--- src/rtl/core/rfd_pkg.sv ---
// Shared types and constants for the response frame deframer.
// Holds the parse phase encoding, status codes and the result record.
// No dependencies.
package rfd_pkg;

    localparam int unsigned BYTE_W   = 8;
    localparam int unsigned STATUS_W = 3;
    localparam int unsigned CFG_IDX_W = 1;

    // Configuration register indexes
    localparam logic [CFG_IDX_W-1:0] CFG_START_MARKER = 1'd0;
    localparam logic [CFG_IDX_W-1:0] CFG_MAX_PAYLOAD  = 1'd1;

    // Configuration reset values
    localparam logic [BYTE_W-1:0] START_MARKER_RST = 8'hBD;
    localparam logic [BYTE_W-1:0] MAX_PAYLOAD_RST  = 8'd32;

    // Result status codes
    localparam logic [STATUS_W-1:0] ST_PAYLOAD  = 3'd0;
    localparam logic [STATUS_W-1:0] ST_OK       = 3'd1;
    localparam logic [STATUS_W-1:0] ST_BAD_CS   = 3'd2;
    localparam logic [STATUS_W-1:0] ST_TOO_LONG = 3'd3;
    localparam logic [STATUS_W-1:0] ST_DISCARD  = 3'd4;

    typedef enum logic [4:0] {
        PH_HUNT    = 5'b00001,
        PH_SEQ     = 5'b00010,
        PH_LEN     = 5'b00100,
        PH_PAYLOAD = 5'b01000,
        PH_CHECK   = 5'b10000
    } phase_t;

    typedef struct packed {
        logic                emit;
        logic [STATUS_W-1:0] status;
        logic [BYTE_W-1:0]   data_byte;
        logic [BYTE_W-1:0]   byte_index;
        logic [BYTE_W-1:0]   sequence_number;
        logic [BYTE_W-1:0]   frame_length;
    } result_t;

endpackage

--- src/rtl/core/rfd_parser.sv ---
// Frame parser: phase, sequence, length, payload count and running XOR.
// Produces at most one result per stepped byte, combinationally.
// Depends on rfd_pkg.
module rfd_parser
    import rfd_pkg::*;
(
    input  logic              clk,
    input  logic              rst_n,
    input  logic              step,
    input  logic [BYTE_W-1:0] rx_byte,
    input  logic [BYTE_W-1:0] start_marker,
    input  logic [BYTE_W-1:0] max_payload,
    output result_t           res
);

    phase_t            phase_reg,   phase_next;
    logic [BYTE_W-1:0] seq_reg,     seq_next;
    logic [BYTE_W-1:0] len_reg,     len_next;
    logic [BYTE_W-1:0] count_reg,   count_next;
    logic [BYTE_W-1:0] xor_reg,     xor_next;
    logic [BYTE_W-1:0] count_inc;

    assign count_inc = count_reg + 8'd1;

    always_comb
    begin
        phase_next = phase_reg;
        seq_next   = seq_reg;
        len_next   = len_reg;
        count_next = count_reg;
        xor_next   = xor_reg;
        res        = '0;
        res.data_byte = rx_byte;

        case (phase_reg)
            PH_SEQ:
            begin
                seq_next   = rx_byte;
                xor_next   = xor_reg ^ rx_byte;
                phase_next = PH_LEN;
            end
            PH_LEN:
            begin
                len_next   = rx_byte;
                xor_next   = xor_reg ^ rx_byte;
                count_next = '0;
                if (rx_byte > max_payload)
                begin
                    phase_next          = PH_HUNT;
                    res.emit            = 1'b1;
                    res.status          = ST_TOO_LONG;
                    res.sequence_number = seq_reg;
                    res.frame_length    = rx_byte;
                end
                else if (rx_byte == '0)
                    phase_next = PH_CHECK;
                else
                    phase_next = PH_PAYLOAD;
            end
            PH_PAYLOAD:
            begin
                xor_next   = xor_reg ^ rx_byte;
                count_next = count_inc;
                if (count_inc >= len_reg)
                    phase_next = PH_CHECK;
                res.emit            = 1'b1;
                res.status          = ST_PAYLOAD;
                res.byte_index      = count_reg;
                res.sequence_number = seq_reg;
                res.frame_length    = len_reg;
            end
            PH_CHECK:
            begin
                phase_next          = PH_HUNT;
                res.emit            = 1'b1;
                res.status          = (rx_byte == xor_reg) ? ST_OK : ST_BAD_CS;
                res.sequence_number = seq_reg;
                res.frame_length    = len_reg;
            end
            default:
            begin
                phase_next = PH_HUNT;
                if (rx_byte == start_marker)
                begin
                    xor_next   = rx_byte;
                    phase_next = PH_SEQ;
                end
                else
                begin
                    res.emit   = 1'b1;
                    res.status = ST_DISCARD;
                end
            end
        endcase
    end

    always_ff @(posedge clk or negedge rst_n)
    begin
        if (!rst_n)
        begin
            phase_reg <= PH_HUNT;
            seq_reg   <= '0;
            len_reg   <= '0;
            count_reg <= '0;
            xor_reg   <= '0;
        end
        else if (step)
        begin
            phase_reg <= phase_next;
            seq_reg   <= seq_next;
            len_reg   <= len_next;
            count_reg <= count_next;
            xor_reg   <= xor_next;
        end
    end

endmodule

--- src/rtl/core/response_frame_deframer_top.sv ---
// Top level of the response frame deframer: input register, parser, result register.
// Holds the configuration registers. Depends on rfd_pkg and rfd_parser.
//
//   channel   signals                                   role
//   cfg       cfg_we, cfg_index, cfg_data               register write, no handshake
//   in        in_valid, in_ready, rx_byte               one received byte per transaction
//   out       out_valid, out_ready, status, data_byte,  zero or one result per byte
//             byte_index, sequence_number, frame_length
//
// A byte accepted goes into the input register, then through the parser into the
// result register. A new byte is taken every cycle while the output is not stalled.
// A stalled result holds the result register, which holds the input register; the
// input stays ready while the input register can advance. Reset clears the parse
// phase to hunting and restores start_marker 0xBD and max_payload 32.
module response_frame_deframer_top
    import rfd_pkg::*;
(
    input  logic                 clk,
    input  logic                 rst_n,
    // configuration
    input  logic                 cfg_we,
    input  logic [CFG_IDX_W-1:0] cfg_index,
    input  logic [BYTE_W-1:0]    cfg_data,
    // byte input
    input  logic                 in_valid,
    output logic                 in_ready,
    input  logic [BYTE_W-1:0]    rx_byte,
    // result output
    output logic                 out_valid,
    input  logic                 out_ready,
    output logic [STATUS_W-1:0]  status,
    output logic [BYTE_W-1:0]    data_byte,
    output logic [BYTE_W-1:0]    byte_index,
    output logic [BYTE_W-1:0]    sequence_number,
    output logic [BYTE_W-1:0]    frame_length
);

    logic [BYTE_W-1:0] start_marker_reg;
    logic [BYTE_W-1:0] max_payload_reg;

    // input register stage
    logic              in_vld_reg;
    logic [BYTE_W-1:0] in_byte_reg;

    // result register stage
    logic              out_vld_reg;
    result_t           res_reg;
    result_t           res_next;

    logic out_free;
    logic step;

    // result register can load when empty or being drained this cycle
    assign out_free = !out_vld_reg || out_ready;
    // a byte in the input register moves on whether or not it yields a result
    assign step     = in_vld_reg && out_free;
    assign in_ready = !in_vld_reg || step;

    // configuration writes; the user must write only while the block is idle, the block does not enforce it
    always_ff @(posedge clk or negedge rst_n)
    begin
        if (!rst_n)
        begin
            start_marker_reg <= START_MARKER_RST;
            max_payload_reg  <= MAX_PAYLOAD_RST;
        end
        else if (cfg_we)
        begin
            case (cfg_index)
                CFG_START_MARKER: start_marker_reg <= cfg_data;
                CFG_MAX_PAYLOAD:  max_payload_reg  <= cfg_data;
                default:          ;
            endcase
        end
    end

    always_ff @(posedge clk or negedge rst_n)
    begin
        if (!rst_n)
            in_vld_reg <= 1'b0;
        else if (in_ready)
            in_vld_reg <= in_valid;
    end

    always_ff @(posedge clk)
    begin
        if (in_valid && in_ready)
            in_byte_reg <= rx_byte;
    end

    rfd_parser u_parser
    (
        .clk          (clk),
        .rst_n        (rst_n),
        .step         (step),
        .rx_byte      (in_byte_reg),
        .start_marker (start_marker_reg),
        .max_payload  (max_payload_reg),
        .res          (res_next)
    );

    always_ff @(posedge clk or negedge rst_n)
    begin
        if (!rst_n)
            out_vld_reg <= 1'b0;
        else if (out_free)
            out_vld_reg <= step && res_next.emit;
    end

    always_ff @(posedge clk)
    begin
        if (step && res_next.emit)
            res_reg <= res_next;
    end

    assign out_valid       = out_vld_reg;
    assign status          = res_reg.status;
    assign data_byte       = res_reg.data_byte;
    assign byte_index      = res_reg.byte_index;
    assign sequence_number = res_reg.sequence_number;
    assign frame_length    = res_reg.frame_length;

endmodule
--- config.mk ---
export PLATFORM = sky130hd
export DESIGN_NAME = response_frame_deframer_top
export DESIGN_NICKNAME = d
export VERILOG_FILES = /design/src/rtl/core/rfd_pkg.sv /design/src/rtl/core/rfd_parser.sv /design/src/rtl/core/response_frame_deframer_top.sv
export SDC_FILE = /design/constraint.sdc
export NUM_CORES = 1
export LEC_CHECK = 0
export BUFFER_PORTS_ARGS = -buffer_cell sky130_fd_sc_hd__buf_2
export CORE_AREA = 8 8 99 101
export DETAILED_ROUTE_END_ITERATION = 16
export DIE_AREA = 0 0 107 109
export GPL_TIMING_DRIVEN = 0
export PLACE_DENSITY_LB_ADDON = 0.15
export SLEW_MARGIN = 20
export SYNTH_ARGS = -nofsm -noshare
export SYNTH_HDL_FRONTEND = slang
export SYNTH_SLANG_ARGS = --single-unit
--- constraint.sdc ---
create_clock -name clk -period 4.6 [get_ports clk]
set_input_delay 0.23 -clock clk [delete_from_list [all_inputs] [get_ports clk]]
set_output_delay 0.23 -clock clk [all_outputs]
set_load 0.03 [all_outputs]
==> impl_metrics.csv <==
group,metric,value,unit
outcome,status,"complete, no violations",
drt,drt_iter0_drc,151,
setup_path,rrSetupSlack,1950,ps
hold_path,min_path_type,"in -> reg",
logic_synthesis,synthMuxAreaShare,0.108,
timing,rsz0062_at_grt,"false",
timing,worst_slew_pin_slew,711,ps
setup_path,cp_data_arrival_time,2770,ps
logic_synthesis,ys_seq_elements,98,
setup_path,cpPeakStageDelay,530,ps
floorplan,initial_core_util,0.550,
drt,dr.pass1.iters,5,
timing,final-setup-viol-count,0,
logic_synthesis,synth.top_cell.area_share,0.280,
global_routing,grt_pass1_vias,3006,
final_layout,drive_gt1_frac,0.351,
timing,period_minus_slack,2650,ps
clock_tree,ctsLongestPathBuffers,2,
final_layout,layout_commonest_cell,"buf_2",
timing,timing_max_transition_violations_final,0,
final_layout,syn_to_final_growth,14.8,%
floorplan,dieArea,11700,sq um
setup_path,worstSetupStartpointType,"flop",
global_routing,grt_max_degree,56,
logic_synthesis,synthCells,349,
logic_synthesis,yosysSeqAreaShare,0.581,
floorplan,fp.dieW,107,microns
power,cellLeakagePower,0.00232,uW
placement,gp_congestion,0.828,
clock_tree,cts_max_level,3,
logic_synthesis,ys_types,54,
drt,wirelength,9.20,mm
logic_synthesis,ys_warn_count,0,
setup_path,r2r_end,"sequence_number[2]$_DFFE_PP_",
setup_path,cp_num_buf_inv,2,
timing,fmax,0.377,GHz
timing,final.period_utilization,0.576,
logic_synthesis,synth_top_family_by_area,"simple AND/OR/NAND/NOR gates",
global_routing,grt_pass1_wl,15.2,mm
logic_synthesis,yosys.area_share.simple,0.112,
timing,final_hold_viol_count,0,
setup_path,critPathTopFamily,"simple AND/OR/NAND/NOR gates",
floorplan,placementRows,34,
final_layout,n_antenna_cell,0,
placement,hpwl,6.61,mm
job,max_cap_viol_count,0,
hold_path,worstHoldPathCells,1,
setup_path,worstPathCellList,"inv_1, ha_1, nand4_1, or2_2, nand2_1, a21oi_2, o31ai_1, nor2_4, buf_16",
setup_path,r2r_start,"in_byte_reg[0]$_DFFE_PP_",
setup_path,crit_fanout,27,
drt,antenna_left,0,
timing,setup_tns,0,ps
global_routing,antenna_found_initial,0,
drt,drc_errors,0,
logic_synthesis,synth_area_leaders,"edfxtp_1 (28%), dfrtp_1 (26%), mux2_2 (9.3%)",
hold_path,hold_start,"rx_byte[5]",
logic_synthesis,synth.avg_cell_area,13.2,sq um
floorplan,die_h,109,microns
floorplan,pin_count,59,
drt,routed-via-count,2948,
setup_path,crit_type,"reg -> reg",
setup_path,crit_slowest_cell,"edfxtp_1",
hold_path,hold-path-endpoint,"in_byte_reg[5]$_DFFE_PP_",
placement,io_buffers,58,
logic_synthesis,synthAdderAreaFrac,0.0461,
global_routing,grt-ovfl-total,0,
logic_synthesis,synth_nets,388,
clock_tree,clock_latency,370,ps
floorplan,core_area,8380,sq um
final_layout,utilization,0.632,
logic_synthesis,synth_xor_xnor_area_share,0.0437,
clock_tree,root_buffer,"clkbuf_8",
clock_tree,cts_tree,"built",
drt,vias_per_cell,5.53,
clock_tree,clkSinkCount,98,
timing,max_slew_margin,0.526,
setup_path,r2r_cells,9,
global_routing,grt_usage,0.168,
power,power_density,357,nW/um^2
logic_synthesis,synth_edf_count,43,
logic_synthesis,synth_compound_area_frac,0.0787,
final_layout,final_cell_mix,"buf_2 (65), dfrtp_1 (47), edfxtp_1 (43)",
timing,finClkSkew,13.5,ps
setup_path,worstPathRequired,4720,ps
logic_synthesis,synthArstFlopShare,0.561,
logic_synthesis,synth_ff_type,"dfrtp_1",
logic_synthesis,syn_area,4610,sq um
setup_path,cp-end-kind,"flop",
final_layout,nNetsFinal,459,
power,ir_drop,217,uV
clock_tree,cts_made_buffers,9,
logic_synthesis,synth.largest_area_cell,"edfxtp_1",
drt,wl_per_cell,17.3,microns
clock_tree,clk_pin_slew,110,ps
## cells in the mapped netlist (2+ instances only)
cell      number
nand2_2        3
ha_1          17
o21ai_0        8
nand2_1       22
inv_1         18
o21ai_2        2
xnor2_1       11
a22o_1         8
nor4_1         4
o21ai_1        2
edfxtp_1      43
a21oi_1        3
o21bai_1       2
nor2b_1        2
a32o_1         7
nand3_1        5
mux2_2        38
and2_1        18
mux2i_1        7
xor2_1        12
nand4_2        2
or2_2          2
nand4_1        6
buf_2          8
clkbuf_1       6
dfstp_2        8
nand2b_1       3
o31ai_1        2
and3b_1        2
dfrtp_1       47
nor2_1         8
## logic make-up (layout without fill, tap and decap cells)
logic type | Yosys count | after routing
AOI/OAI and AO/OA | 46 | 46
xor gates and xnor gates | 23 | 23
adders and majority gates | 17 | 17
buffers and inverters | 33 | 109
DFF | 98 | 98
muxes | 45 | 45
and+or+nand+nor | 87 | 87
## repair_timing
| item | 4_1_cts | 5_1_grt |
|---|---|---|
| setup buffers | 0 | 0 |
| endpoints found under the setup margin | 0 | 0 |
| hold buffers | 1 | 0 |
| hold endpoints to repair | 47 | 0 |
| resized for setup | 0 | 0 |
## report_power, final
| group | leakage (uW) | internal [uW] | total, uW | switching [uW] |
|---|---|---|---|---|
| sequential | 0.00113 | 990 | 1030 | 40.1 |
| clock | 0.000108 | 263 | 592 | 328 |
| combinational | 0.00108 | 110 | 267 | 157 |
## final cells by class
| cell class | count | area [sq um] |
|---|---|---|
| Buffer | 15 | 73.8 |
| Clock buffer | 9 | 124 |
| Clock inverter | 7 | 83.8 |
| Fill cell | 693 | 3090 |
| Inverter | 18 | 67.6 |
| Multi-Input combinational cell | 218 | 1800 |
| Sequential cell | 98 | 2680 |
| Tap cell | 108 | 135 |
| Timing Repair Buffer | 60 | 330 |
## per-stage QoR
stage / hold WS [ps] / area, sq um / total power (uW) / std cells / worst slack [ps]
3_3_place_gp: 408 / 5040 / 1300 / 515 / 419
6_report: 30.3 / 5290 / 1890 / 533 / 1950
5_1_grt: 21.0 / 5290 / 1960 / 533 / 1810
2_1_floorplan: -65.6 / 4610 / 1230 / 349 / 1320
4_1_cts: 19.0 / 5290 / 1900 / 533 / 1930
3_5_place_dp: 328 / 5070 / 1320 / 516 / 1940
## routing by layer
metal | wire length (microns) | global-route usage | vias to the layer above
li1 | - | - | 1405
met1 | 4200 | 0.211 | 1460
met2 | 4320 | 0.277 | 61
met3 | 445 | 0.0343 | 22
met4 | 231 | 0.0714 | 0
met5 | 0 | 0 | -
## worst max path at each step
stage                                                    to  slack (ps)  cells past startpoint                         startpoint
final                          sequence_number[2]$_DFFE_PP_        1950                      9           in_byte_reg[0]$_DFFE_PP_
after global placement         sequence_number[4]$_DFFE_PP_         420                      8           in_byte_reg[0]$_DFFE_PP_
after global routing      u_parser.phase_reg[4]$_DFFE_PN0P_        1810                     10  u_parser.count_reg[0]$_DFFE_PN0P_
after CTS                         frame_length[6]$_DFFE_PP_        1930                      9           in_byte_reg[0]$_DFFE_PP_
after detailed placement       sequence_number[6]$_DFFE_PP_        1940                      9           in_byte_reg[0]$_DFFE_PP_
after floorplan                 byte_index[0]$_SDFFCE_PN0P_        1320                      7     max_payload_reg[5]$_DFFE_PN1P_
Power figures use the tool's default switching activity.
